### config.mk
export PLATFORM = sky130hd
export DESIGN_NAME = index_allocation_tracker_unit_flat
export DESIGN_NICKNAME = d
export VERILOG_FILES = /design/src/rtl/iat_pkg.sv /design/src/rtl/iat_if.sv /design/src/rtl/iat_ram.sv /design/src/rtl/iat_cfg.sv /design/src/rtl/iat_zero_find.sv /design/src/rtl/index_allocation_tracker_unit.sv /design/src/flat_wrapper.sv
export SDC_FILE = /design/constraint.sdc
export NUM_CORES = 2
export LEC_CHECK = 0
export ABC_AREA = 1
export BUFFER_PORTS_ARGS = -buffer_cell sky130_fd_sc_hd__buf_2
export CAP_MARGIN = 15
export CORE_MARGIN = 10
export CORE_UTILIZATION = 60
export CTS_CLUSTER_DIAMETER = 150
export CTS_CLUSTER_SIZE = 8
export DETAILED_ROUTE_END_ITERATION = 16
export HOLD_SLACK_MARGIN = 0.02
export PLACE_DENSITY = 0.73
export SLEW_MARGIN = 20
export SYNTH_ARGS = -nofsm -noshare
export SYNTH_HDL_FRONTEND = slang
export SYNTH_SLANG_ARGS = --single-unit
### constraint.sdc
create_clock -name clk -period 6.3 [get_ports clk]
set_clock_uncertainty 0.2 [all_clocks]
set_input_delay 0.63 -clock clk [delete_from_list [all_inputs] [get_ports clk]]
set_output_delay 0.63 -clock clk [all_outputs]
set_load 0.02 [all_outputs]
### src/rtl/iat_pkg.sv
// Package of the index allocation tracker: sizes, opcodes and status codes.
// Used by the interfaces, the RTL modules other than the RAM, and the checker.
`default_nettype none

package iat_pkg;

  // Bitmap geometry: the used map is kept as rows of WORD_W bits.
  localparam int DEPTH   = 1024;
  localparam int WORD_W  = 32;
  localparam int ROWS    = (DEPTH + WORD_W - 1) / WORD_W;
  localparam int ROW_W   = (ROWS > 1) ? $clog2(ROWS) : 1;
  localparam int BIT_W   = $clog2(WORD_W);

  // Field widths.
  localparam int OP_W    = 2;
  localparam int IDX_W   = 10;
  localparam int CUR_W   = 11;
  localparam int STAT_W  = 2;

  // Configuration port.
  localparam int PADDR_W = 3;
  localparam int PDATA_W = 32;

  localparam logic [CUR_W-1:0] DEPTH_CUR       = CUR_W'(DEPTH);
  localparam logic [CUR_W-1:0] MAX_INDEX_RESET = 11'd1024;

  // Register indexes (paddr[2]).
  localparam logic REG_MAX_INDEX = 1'b0;

  typedef enum logic [OP_W-1:0] {
    OP_CLAIM      = 2'd0,
    OP_CLAIM_AUTO = 2'd1,
    OP_ADVANCE    = 2'd2,
    OP_PRELOAD    = 2'd3
  } op_t;

  typedef enum logic [STAT_W-1:0] {
    ST_OK        = 2'd0,
    ST_DUPLICATE = 2'd1,
    ST_RANGE     = 2'd2
  } status_t;

endpackage

`default_nettype wire

### src/rtl/iat_if.sv
// Valid/ready channel interfaces of the index allocation tracker.
// Depends on iat_pkg for the field widths.
`default_nettype none

// Request channel: one word is an opcode and an index.
interface iat_in_if;
  logic                      valid;
  logic                      ready;
  logic [iat_pkg::OP_W-1:0]  opcode;
  logic [iat_pkg::IDX_W-1:0] index;

  modport source (output valid, output opcode, output index, input ready);
  modport sink   (input valid, input opcode, input index, output ready);
endinterface

// Result channel: one word per request.
interface iat_out_if;
  logic                       valid;
  logic                       ready;
  logic [iat_pkg::STAT_W-1:0] status;
  logic [iat_pkg::IDX_W-1:0]  index_out;
  logic [iat_pkg::CUR_W-1:0]  cursor;
  logic                       has_gaps;

  modport source (output valid, output status, output index_out, output cursor,
                  output has_gaps, input ready);
  modport sink   (input valid, input status, input index_out, input cursor,
                  input has_gaps, output ready);
endinterface

`default_nettype wire

### src/rtl/iat_ram.sv
// Generic single-clock RAM: one write port, one read port, registered read.
// No dependencies.
`default_nettype none

module iat_ram #(
  parameter int WIDTH = 32,
  parameter int DEPTH = 32
) (
  input  wire logic                             clk,
  input  wire logic                             we,
  input  wire logic [$clog2(DEPTH > 1 ? DEPTH : 2)-1:0] waddr,
  input  wire logic [WIDTH-1:0]                 wdata,
  input  wire logic [$clog2(DEPTH > 1 ? DEPTH : 2)-1:0] raddr,
  output logic      [WIDTH-1:0]                 rdata
);

  logic [WIDTH-1:0] mem [DEPTH];

  // Write and registered read.
  always_ff @(posedge clk) begin
    if (we) begin
      mem[waddr] <= wdata;
    end
    rdata <= mem[raddr];
  end

endmodule

`default_nettype wire

### src/rtl/iat_cfg.sv
// APB-style configuration register file of the index allocation tracker.
// Holds the max_index limit; depends on iat_pkg.
`default_nettype none

module iat_cfg (
  input  wire logic                          clk,
  input  wire logic                          rst,
  input  wire logic                          psel,
  input  wire logic                          penable,
  input  wire logic                          pwrite,
  input  wire logic [iat_pkg::PADDR_W-1:0]   paddr,
  input  wire logic [iat_pkg::PDATA_W-1:0]   pwdata,
  output logic      [iat_pkg::PDATA_W-1:0]   prdata,
  output logic                               pready,
  output logic      [iat_pkg::CUR_W-1:0]     max_index
);
  import iat_pkg::*;

  logic wr_en;

  // A write lands in the access phase; only the first register exists.
  assign wr_en  = psel && penable && pwrite && (paddr[2] == REG_MAX_INDEX);
  assign pready = 1'b1;

  always_ff @(posedge clk) begin
    if (rst) begin
      max_index <= MAX_INDEX_RESET;
    end else if (wr_en) begin
      max_index <= pwdata[CUR_W-1:0];
    end
  end

  // Read data.
  always_comb begin
    prdata = '0;
    if (paddr[2] == REG_MAX_INDEX) begin
      prdata = PDATA_W'(max_index);
    end
  end

endmodule

`default_nettype wire

### src/rtl/iat_zero_find.sv
// Finds the lowest clear bit of a bitmap row at or above a start offset.
// Depends on iat_pkg.
`default_nettype none

module iat_zero_find (
  input  wire logic [iat_pkg::WORD_W-1:0] word,
  input  wire logic [iat_pkg::BIT_W-1:0]  offset,
  output logic                            found,
  output logic      [iat_pkg::BIT_W-1:0]  pos
);
  import iat_pkg::*;

  logic [WORD_W-1:0] free_bits;

  // Free positions at or above the offset.
  assign free_bits = ~word & ({WORD_W{1'b1}} << offset);
  assign found     = |free_bits;

  // Priority encode, lowest position wins.
  always_comb begin
    pos = '0;
    for (int i = WORD_W - 1; i >= 0; i--) begin
      if (free_bits[i]) begin
        pos = BIT_W'(i);
      end
    end
  end

endmodule

`default_nettype wire

### src/rtl/index_allocation_tracker_unit.sv
// Index allocation tracker: a bitmap of used indices with an automatic cursor.
//
// Channels: in_ch takes request words (opcode, index); out_ch returns one
// result word (status, index_out, cursor, has_gaps) per request, in order.
// Both use valid/ready; a word moves when valid and ready are high at a clock
// edge. The max_index limit is written over the APB-style port.
// The used map sits in a 32 x 32-bit RAM with a registered read; a request
// reads its row, modifies it and writes it back.
// Claim, claim_auto and preload pass S_IDLE (row read), S_EXEC (check and
// write-back) and S_DLVR (load of the output register). Advance stays in
// S_EXEC, scanning rows in turn up to 31 beyond its first, until it finds a
// free index or reaches the end of the map. One request is in work at a
// time; the next is accepted once the last result sits in the output register.
// Reset clears the per-row valid flags, so the whole map reads as empty at
// once, with no clearing pass; cursor, largest index and limit reset too.
// When the receiver stalls, the result holds in the output register and the
// next request finishes up to the point of delivery, then waits.
`default_nettype none

module index_allocation_tracker_unit (
  input  wire logic                         clk,
  input  wire logic                         rst,
  iat_in_if.sink                            in_ch,
  iat_out_if.source                         out_ch,
  input  wire logic                         psel,
  input  wire logic                         penable,
  input  wire logic                         pwrite,
  input  wire logic [iat_pkg::PADDR_W-1:0]  paddr,
  input  wire logic [iat_pkg::PDATA_W-1:0]  pwdata,
  output logic      [iat_pkg::PDATA_W-1:0]  prdata,
  output logic                              pready
);
  import iat_pkg::*;

  typedef enum logic [1:0] {
    S_IDLE,
    S_EXEC,
    S_DLVR
  } state_t;

  state_t            state, state_next;
  op_t               op;
  logic [IDX_W-1:0]  idx;
  status_t           status, status_next;
  logic [CUR_W-1:0]  cursor, cursor_next;
  logic [IDX_W-1:0]  largest, largest_next;
  logic              any_used, any_used_next;
  logic [ROWS-1:0]   row_valid;
  logic              row_valid_rd;

  logic              out_valid;
  status_t           out_status;
  logic [IDX_W-1:0]  out_index;
  logic [CUR_W-1:0]  out_cursor;
  logic              out_gaps;

  logic [CUR_W-1:0]  max_index;
  logic              in_fire;
  logic              we;
  logic [ROW_W-1:0]  waddr, raddr;
  logic [WORD_W-1:0] wdata, rdata, word;
  logic              zf_found;
  logic [BIT_W-1:0]  zf_pos;
  logic [CUR_W-1:0]  limit, idx_ext, found_cur, next_base;
  logic              idx_in_map, bit_used, load_out;

  iat_cfg u_cfg (
    .clk       (clk),
    .rst       (rst),
    .psel      (psel),
    .penable   (penable),
    .pwrite    (pwrite),
    .paddr     (paddr),
    .pwdata    (pwdata),
    .prdata    (prdata),
    .pready    (pready),
    .max_index (max_index)
  );

  iat_ram #(
    .WIDTH (WORD_W),
    .DEPTH (ROWS)
  ) u_map (
    .clk   (clk),
    .we    (we),
    .waddr (waddr),
    .wdata (wdata),
    .raddr (raddr),
    .rdata (rdata)
  );

  iat_zero_find u_zf (
    .word   (word),
    .offset (cursor[BIT_W-1:0]),
    .found  (zf_found),
    .pos    (zf_pos)
  );

  assign in_ch.ready      = (state == S_IDLE);
  assign in_fire          = in_ch.valid && in_ch.ready;

  assign out_ch.valid     = out_valid;
  assign out_ch.status    = out_status;
  assign out_ch.index_out = out_index;
  assign out_ch.cursor    = out_cursor;
  assign out_ch.has_gaps  = out_gaps;

  // A row never written since reset reads as all clear.
  assign word       = row_valid_rd ? rdata : '0;
  assign limit      = (max_index > DEPTH_CUR) ? DEPTH_CUR : max_index;
  assign idx_ext    = CUR_W'(idx);
  assign idx_in_map = idx_ext < DEPTH_CUR;
  assign bit_used   = idx_in_map && word[idx[BIT_W-1:0]];
  assign found_cur  = CUR_W'({cursor[CUR_W-1:BIT_W], zf_pos});
  assign next_base  = CUR_W'((cursor >> BIT_W) + CUR_W'(1)) << BIT_W;
  assign load_out   = (state == S_DLVR) && (!out_valid || out_ch.ready);

  // Sequencing: read the row, then modify and write back or keep scanning.
  always_comb begin
    state_next    = state;
    status_next   = status;
    cursor_next   = cursor;
    largest_next  = largest;
    any_used_next = any_used;
    we            = 1'b0;
    waddr         = ROW_W'(idx >> BIT_W);
    wdata         = word | (WORD_W'(1) << idx[BIT_W-1:0]);
    raddr         = ROW_W'(in_ch.index >> BIT_W);

    case (state)
      S_IDLE: begin
        if (op_t'(in_ch.opcode) == OP_ADVANCE) begin
          raddr = ROW_W'(cursor >> BIT_W);
        end
        if (in_fire) begin
          state_next  = S_EXEC;
          status_next = ST_OK;
          if (op_t'(in_ch.opcode) == OP_CLAIM) begin
            cursor_next = '0;
          end
        end
      end

      S_EXEC: begin
        raddr = ROW_W'(next_base >> BIT_W);
        if (op == OP_ADVANCE) begin
          // Scan one row per cycle for the first free index.
          if (cursor >= DEPTH_CUR) begin
            state_next = S_DLVR;
          end else if (zf_found) begin
            cursor_next = (found_cur >= DEPTH_CUR) ? DEPTH_CUR : found_cur;
            state_next  = S_DLVR;
          end else if (next_base >= DEPTH_CUR) begin
            cursor_next = DEPTH_CUR;
            state_next  = S_DLVR;
          end else begin
            cursor_next = next_base;
          end
        end else begin
          state_next = S_DLVR;
          if (op == OP_PRELOAD) begin
            if (!idx_in_map) begin
              status_next = ST_RANGE;
            end else begin
              we = 1'b1;
            end
          end else if (bit_used) begin
            status_next = ST_DUPLICATE;
          end else if (idx_ext >= limit) begin
            status_next = ST_RANGE;
          end else begin
            we = 1'b1;
          end
          if (we) begin
            any_used_next = 1'b1;
            if (!any_used || idx > largest) begin
              largest_next = idx;
            end
          end
        end
      end

      S_DLVR: begin
        if (load_out) begin
          state_next = S_IDLE;
        end
      end

      default: begin
        state_next = S_IDLE;
      end
    endcase
  end

  // State, tracker registers and the output register.
  always_ff @(posedge clk) begin
    row_valid_rd <= row_valid[raddr];
    if (in_fire) begin
      op  <= op_t'(in_ch.opcode);
      idx <= in_ch.index;
    end
    status <= status_next;
    if (load_out) begin
      out_status <= status;
      out_index  <= (op == OP_ADVANCE) ? '0 : idx;
      out_cursor <= cursor;
      out_gaps   <= any_used && (cursor < CUR_W'(largest));
    end
    if (rst) begin
      state     <= S_IDLE;
      cursor    <= '0;
      largest   <= '0;
      any_used  <= 1'b0;
      row_valid <= '0;
      out_valid <= 1'b0;
    end else begin
      state    <= state_next;
      cursor   <= cursor_next;
      largest  <= largest_next;
      any_used <= any_used_next;
      if (we) begin
        row_valid[waddr] <= 1'b1;
      end
      if (load_out) begin
        out_valid <= 1'b1;
      end else if (out_ch.ready) begin
        out_valid <= 1'b0;
      end
    end
  end

endmodule

`default_nettype wire

### src/flat_wrapper.sv
// flat-port wrapper written by rule: the top's interface ports become plain ports
module index_allocation_tracker_unit_flat import iat_pkg::*;
  (clk, rst, psel, penable, pwrite, paddr, pwdata, prdata, pready, in_ch_valid, in_ch_opcode, in_ch_index, in_ch_ready, out_ch_valid, out_ch_status, out_ch_index_out, out_ch_cursor, out_ch_has_gaps, out_ch_ready);
  iat_in_if in_ch_i ();
  iat_out_if out_ch_i ();
  input  wire logic clk;
  input  wire logic rst;
  input  wire logic psel;
  input  wire logic penable;
  input  wire logic pwrite;
  input  wire logic [iat_pkg::PADDR_W-1:0] paddr;
  input  wire logic [iat_pkg::PDATA_W-1:0] pwdata;
  output logic      [iat_pkg::PDATA_W-1:0] prdata;
  output logic pready;
  input wire logic [$bits(in_ch_i.valid)-1:0] in_ch_valid;
  input wire logic [$bits(in_ch_i.opcode)-1:0] in_ch_opcode;
  input wire logic [$bits(in_ch_i.index)-1:0] in_ch_index;
  output wire logic [$bits(in_ch_i.ready)-1:0] in_ch_ready;
  output wire logic [$bits(out_ch_i.valid)-1:0] out_ch_valid;
  output wire logic [$bits(out_ch_i.status)-1:0] out_ch_status;
  output wire logic [$bits(out_ch_i.index_out)-1:0] out_ch_index_out;
  output wire logic [$bits(out_ch_i.cursor)-1:0] out_ch_cursor;
  output wire logic [$bits(out_ch_i.has_gaps)-1:0] out_ch_has_gaps;
  input wire logic [$bits(out_ch_i.ready)-1:0] out_ch_ready;
  assign in_ch_i.valid = in_ch_valid;
  assign in_ch_i.opcode = in_ch_opcode;
  assign in_ch_i.index = in_ch_index;
  assign in_ch_ready = in_ch_i.ready;
  assign out_ch_valid = out_ch_i.valid;
  assign out_ch_status = out_ch_i.status;
  assign out_ch_index_out = out_ch_i.index_out;
  assign out_ch_cursor = out_ch_i.cursor;
  assign out_ch_has_gaps = out_ch_i.has_gaps;
  assign out_ch_i.ready = out_ch_ready;
  index_allocation_tracker_unit u_core (.clk(clk), .rst(rst), .in_ch(in_ch_i), .out_ch(out_ch_i), .psel(psel), .penable(penable), .pwrite(pwrite), .paddr(paddr), .pwdata(pwdata), .prdata(prdata), .pready(pready));
endmodule
Yosys cells after proc, flatten, opt, wreduce, memory -nomap -nowiden
Memories as Yosys holds them, arrays and structs flattened. A register that Yosys moved wholly into a read port is not among the register bits. Index checks and enable logic that the tools add are counted.

Flip-flop bits (word level): 107. Memory bits (writable): 1024. Word-level logic and storage cells: 153. Memories: 1.

Memories: u_core.u_map.mem (words 32, width 32, read ports 1, clocked after memory_dff 1, wr ports 1, line iat_ram.sv:17) `logic [WIDTH-1:0] mem [DEPTH];`.

Add/subtract/negate cells: 1. Order comparisons: 12. Equality and inequality tests: 15. Shift-type cells: 2. Mux-type cells: 77. Bitwise gates (word level): 6. Reduce and logical (&&, ||, !) cells: 23.

Operators with widths (count): $mux W5 (33); $mux W11 (9); $or A32 B32 Y32 (2); $ge A11 B11 Y1 const B (3); $and A32 B32 Y32 (1); $mux W32 (1); $not A32 Y32 (1); $reduce_or A32 Y1 (1); $shl A1 B5 Y32 const A (1); $shl A32 B5 Y32 const A (1); $mux W2 (12); $pmux W11 S2 (1); $lt A5 B6 Y1 const B (3); $mux W1 (15); $ge A10 B11 Y1 (1); $gt A11 B11 Y1 const B (1); $lt A10 B11 Y1 const B (1); $lt A11 B10 Y1 (1); $bmux W1 S5 (2); $gt A10 B10 Y1 (1); $pmux W5 S2 (1); $reduce_and A5 Y1 (2); $eq A2 B2 Y1 const B (4); $logic_and A1 B1 Y1 (8); 20 further kinds (30).

Longest topological paths before layout
Depth in word-level cells: 41. Mapped depth: 37. Depth with buffers taken out: 36.

Modules after synthesis
From an unflattened synthesis, not the netlist that was laid out.

Cells, all modules: 4631. Area total of the unflattened synthesis: 49688.9 sq um.

Modules (own cells, without submodules): iat_ram (instances 1, cells each 3536, area each 42405.7 sq um, sequential area each 31390.1 sq um); index_allocation_tracker_unit (instances 1, cells each 808, area each 5779.3 sq um, sequential area each 2302.2 sq um); iat_zero_find (instances 1, cells each 166, area each 760.7 sq um, sequential area each 0.0 sq um); iat_cfg (instances 1, cells each 121, area each 743.2 sq um, sequential area each 220.2 sq um).

Worst setup path after synthesis
No wires, ideal clock.

Path kind: register to register. Start point: register u_core.u_cfg.max_index[4] (netlist bit). End point: memory u_core.u_map.mem[24][0], enable pin. Arrival: 3.847 ns. Slack: 1.831 ns. Stages on the path, launching flop included: 21. Clock period less this slack: 4.469 ns. Path through: dfxtp_1 > inv_1 > nand4_1 > nor2_1 > a21oi_1 > clkinv_1 > nand2_1 > ha_1 > a21oi_1 > o21ai_0 > a221oi_1 > o21ai_0 > nand3_1 > a21boi_0 > o21ai_0 > nand3_1 > nand2_1 > nand2_1 > inv_2 > nand4_1 > nor2_1.

Word-level cells in the longest chain between the ends: 12.

Ends and longest elaborated chain: start: declaration (line iat_cfg.sv:15) `output logic [iat_pkg::CUR_W-1:0] max_index`; start signal: assignment (line iat_cfg.sv:29) `max_index <= pwdata[CUR_W-1:0];`; $gt A11 B11 Y1 (line index_allocation_tracker_unit.sv:110) `assign limit = (max_index > DEPTH_CUR) ? DEPTH_CUR : max_index;`; $mux W11 (*) (line index_allocation_tracker_unit.sv:110); $ge A10 B11 Y1 (*) (line index_allocation_tracker_unit.sv:169) `end else if (idx_ext >= limit) begin`; $mux W1 (*) (line index_allocation_tracker_unit.sv:169); $mux W1 (*) (line index_allocation_tracker_unit.sv:167) `end else if (bit_used) begin`; $mux W1 (*) (line index_allocation_tracker_unit.sv:161) `if (op == OP_PRELOAD) begin`; $mux W1 (*) (line index_allocation_tracker_unit.sv:146) `if (op == OP_ADVANCE) begin`; $mux W1 (*) (line index_allocation_tracker_unit.sv:130) `case (state)`; $mux W1 (*) (line index_allocation_tracker_unit.sv:146); $mux W1 (*) (line index_allocation_tracker_unit.sv:130); $mux W1 (*) (line iat_ram.sv:21) `if (we) begin`; $mux W1 (implied by the code) (*) (line iat_ram.sv:22) `mem[waddr] <= wdata;`; end: declaration (line iat_ram.sv:17).

Mark *: on every way between the ends. The rest lies on a longest branch, timed or not. The select of a mux whose other input is x is not followed.

Worst setup path in the final report
Start point: register u_core.u_cfg.max_index[5] (netlist bit). End point: memory u_core.u_map.mem[24][26], enable pin.

The elaborated chain is that of the path after synthesis.

==> flow_metrics.py <==
metrics = {
    "run_status": {
        "run_status": "finished, final reports clean",
    },
    "cells_and_area": {
        "post_route_cells_drive_above_1_share_pct": 11.4,
        "layout-area-overhead-vs-synth_pct": 15.2,
        "finish.utilization_pct": 69.7,
        "final_net_count": 3697,
        "diodes": 0,
    },
    "floorplan": {
        "die-height_um": 299,
        "core-area_um2": 77500,
        "io-pin-count": 113,
        "start_util_pct": 60.5,
        "die_width_um": 299,
        "die_area_um2": 89700,
        "fp-row-count": 102,
    },
    "worst_setup_path": {
        "timing_worst_setup_path_type": "reg2reg",
        "cp_max_fo": 19,
        "cp-end-kind": "register",
        "required_ns": 6.51,
        "critical_path.startpoint_type": "register",
        "critical_path.max_stage_delay_ns": 0.90,
        "crit_path_top_delay_cell": "nor2_4",
        "arrival_ns": 5.41,
        "timing.critical_path.cells": "inv_1 -> nand4_1 -> nor2_1 -> a21oi_1 -> clkinv_1 -> nand2_1 -> ha_1 -> a21oi_1 -> o21ai_0 -> a221oi_1 -> o21ai_0 -> nand3_1 -> a21boi_0 -> o21ai_0 -> nand3_1 -> nand2_1 -> nand2_1 -> inv_2 -> nand4_1 -> nor2_4 -> buf_4",
    },
    "sta": {
        "timing_worst_slew_pin_value_ns": 1.19,
        "fin_tns_setup_ns": 0,
        "unrepaired_setup_endpoints_after_global_routing": "no",
        "maxSlewHeadroom_pct": 20.6,
        "layout_worst_path_cycle_share_pct": 82.5,
        "setup-violations-final": 0,
        "drv_slew": 0,
        "timing.final.crit_period_ns": 5.20,
        "achievable-frequency_mhz": 192,
        "hold_viol_final": 0,
    },
    "yosys": {
        "synth-warning-count": 0,
        "synth_top_family_by_area": "compound AO/OA/AOI/OAI gates",
        "synth_largest_type_area_fraction_pct": 68.1,
        "ys_seq_area_share_pct": 72.4,
        "synthMuxAreaShare_pct": 3.53,
        "synth-adder-area-share_pct": 0.801,
        "synthXorXnorAreaFrac_pct": 0.0374,
        "yosys_register_bits": 1163,
        "synth_area_um2": 46800,
        "synth.avg_cell_area_um2": 13.4,
        "yosys-top-cells-area": "edfxtp_1 68%, nor2_1 4.8%, dfxtp_1 4.3%, o21ai_0 3.6%, mux2i_1 3.5%",
        "synth_area_in_compound_gates_pct": 12.5,
        "synth-async-reset-ratio_pct": 0,
        "synth.largest_area_cell": "edfxtp_1",
        "post-synth-top-count-cell": "edfxtp_1",
        "postSynthCellCount": 3487,
        "synth.cells.most_frequent": "1062 x edfxtp_1, 599 x nor2_1, 337 x o21ai_0",
        "synth-edff-count": 1062,
        "synth-simple-area-share_pct": 7.58,
        "synth.lib_cells_used.distinct": 49,
        "ys.flop_type": "edfxtp_1",
    },
    "grt": {
        "grt_first_pass_wirelength_um": 187000,
        "first_global_vias": 30500,
        "grt_max_degree": 206,
        "grt_antenna_before_repair": 0,
        "grt-ovfl-total": 0,
        "track_usage_pct": 27.4,
    },
    "place": {
        "buffer_ports.inserted": 67,
        "place_congestion": 0.938,
        "detailed_place_hpwl_um": 70800,
    },
    "clock_tree": {
        "cts_root_buf": "clkbuf_16",
        "numCtsBuffers": 163,
        "insertion_delay_ns": 0.75,
        "postCtsSetupRepairBufs": 0,
        "clkSlewWorstSetupHoldPaths_ns": 0.05,
        "clock_sink_count": 1163,
        "htreeDepth": 4,
        "cts_tree": "built",
        "max-clock-path-buffers": 3,
    },
    "job": {
        "max-cap-violations": 0,
    },
    "drt": {
        "drtPass1Iterations": 6,
        "post_drt_via_cell_ratio": 6.46,
        "remaining_drc_errors": 0,
        "detailedRoute.firstIterationViolations": 3808,
        "drtAntennaViolNets": 0,
        "drt_wl_total_um": 125000,
        "num_vias": 30700,
        "post_drt_wl_per_cell_um": 26.3,
    },
    "power_and_ir_drop": {
        "power.leakage_nw": 18.3,
        "total_power_consumption_mw": 23.5,
        "powerDensity_nw_per_um2": 436,
        "peakVddDrop_mv": 0.293,
    },
    "hold_path": {
        "min-delay-path-class": "in2reg",
    },
}
worst paths after layout:
kind	startpoint	to	slack [ns]	cells after the start
hold reg to reg	u_core.status[1]$_SDFFCE_PN0P_	u_core.out_ch.status[1]$_DFFE_PP_	0.24	0
hold / removal	pwdata[9]	u_core.u_cfg.max_index[9]$_SDFFE_PP0P_	0.04	3
setup reg to reg	u_core.u_cfg.max_index[5]$_SDFFE_PP0P_	u_core.u_map.mem[24][26]$_DFFE_PP_	1.10	21
setup / recovery	u_core.u_cfg.max_index[5]$_SDFFE_PP0P_	u_core.u_map.mem[24][26]$_DFFE_PP_	1.10	21
metal layers:
layer  global-route usage, %  vias up  share of wire, %  routed length (µm)
met5                       0        -                 0                   0
met4                    10.8        0               3.1                3900
met3                    5.16      249               9.7               12200
met2                    43.6     1776                47               59400
met1                    37.3    15200                40               49600
li1                        -    13500                 -                   -
layout make-up:
class                      instances  area [µm²]
timing repair buffer             195        1700
fill                            5083       23500
tap                             1040        1300
clock inverter                    13         241
sequential                      1163       33900
inverter                         105         410
multi-input combinational       1985       12000
clock buffer                     256        4450
metrics by stage:
stage	cell area, µm²	hold slack, ns	worst slack, ns	cells
2_1_floorplan	46900	0.200	1.83	3507
3_3_place_gp	49000	0.208	0.929	4465
3_5_place_dp	49000	0.231	1.12	4466
4_1_cts	53900	0.0322	1.07	4757
5_1_grt	54000	0.0584	0.668	4757
6_report	54000	0.0378	1.10	4757
worst max-delay path: cells and delay by family, from the launching register on:
| family | cells | cell delay [ns] |
|---|---|---|
| simple gates | 9 | 2.05 |
| compound gates | 7 | 1.10 |
| buf+inv | 4 | 0.92 |
| flops | 1 | 0.34 |
| fa+ha+maj | 1 | 0.26 |
what timing repair did:
action / 4_1_cts / 5_1_grt
hold buffers: 22 / 0
endpoints found under the hold margin: 22 / 0
resized for setup: 0 / 0
where the power goes:
group	switching (mW)	internal [mW]	leakage (nW)
combinational	4.15	1.52	5.52
sequential	0.193	9.72	10.5
clock	3.15	4.82	2.23
total	7.49	16.0	18.3
cells by family (layout without fill, tap and decap cells):
kind of cell             count (synthesis)  in the layout
flip-flops                            1163           1163
AND/OR/NAND/NOR                        897            897
AO/OA/AOI/OAI                          869            869
buffers and inverters                  359            569
multiplexers                           165            165
adder cells (fa/ha/maj)                 30             30
other                                    2             22
XOR/XNOR                                 2              2
registers in the layout, summed over array words and instances, names as in the netlist, 2 cells and up:
signal	cells
u_core.u_map.mem	1024
u_core.row_valid	32
u_core.u_map.rdata	32
u_core.cursor	11
u_core.out_ch.cursor	11
u_core.u_cfg.max_index	11
u_core.idx	10
u_core.largest	10
u_core.out_ch.index_out	10
u_core.op	2
u_core.out_ch.status	2
u_core.state	2
u_core.status	2
layout by cell type, fill, tap and decap left out, types with 7 or more instances in the layout:
master / synthesis / final
mux2i_1: 165 / 165
inv_1: 98 / 96
o21ai_2: 2 / 12
o21ai_1: 1 / 14
clkbuf_1: 177 / 92
ha_1: 30 / 30
o221ai_1: 168 / 168
a211oi_1: 8 / 8
nand3_1: 85 / 85
conb_1: 2 / 22
edfxtp_1: 1062 / 1062
nor3_1: 9 / 8
o21a_1: 33 / 33
buf_2: 43 / 67
o21ai_0: 337 / 304
o211ai_1: 106 / 106
dlygate4sd3_1: 0 / 22
buf_4: 23 / 78
nand2_1: 183 / 182
a31oi_1: 40 / 40
o21ai_4: 0 / 10
buf_12: 0 / 28
dfxtp_1: 101 / 101
clkinv_8: 0 / 7
clkbuf_16: 0 / 164
nor2_1: 599 / 565
nor2_4: 1 / 34
nand4_1: 8 / 8
a21oi_1: 54 / 53
o32ai_1: 99 / 99
No activity file was read; power rests on OpenSTA's default activity.
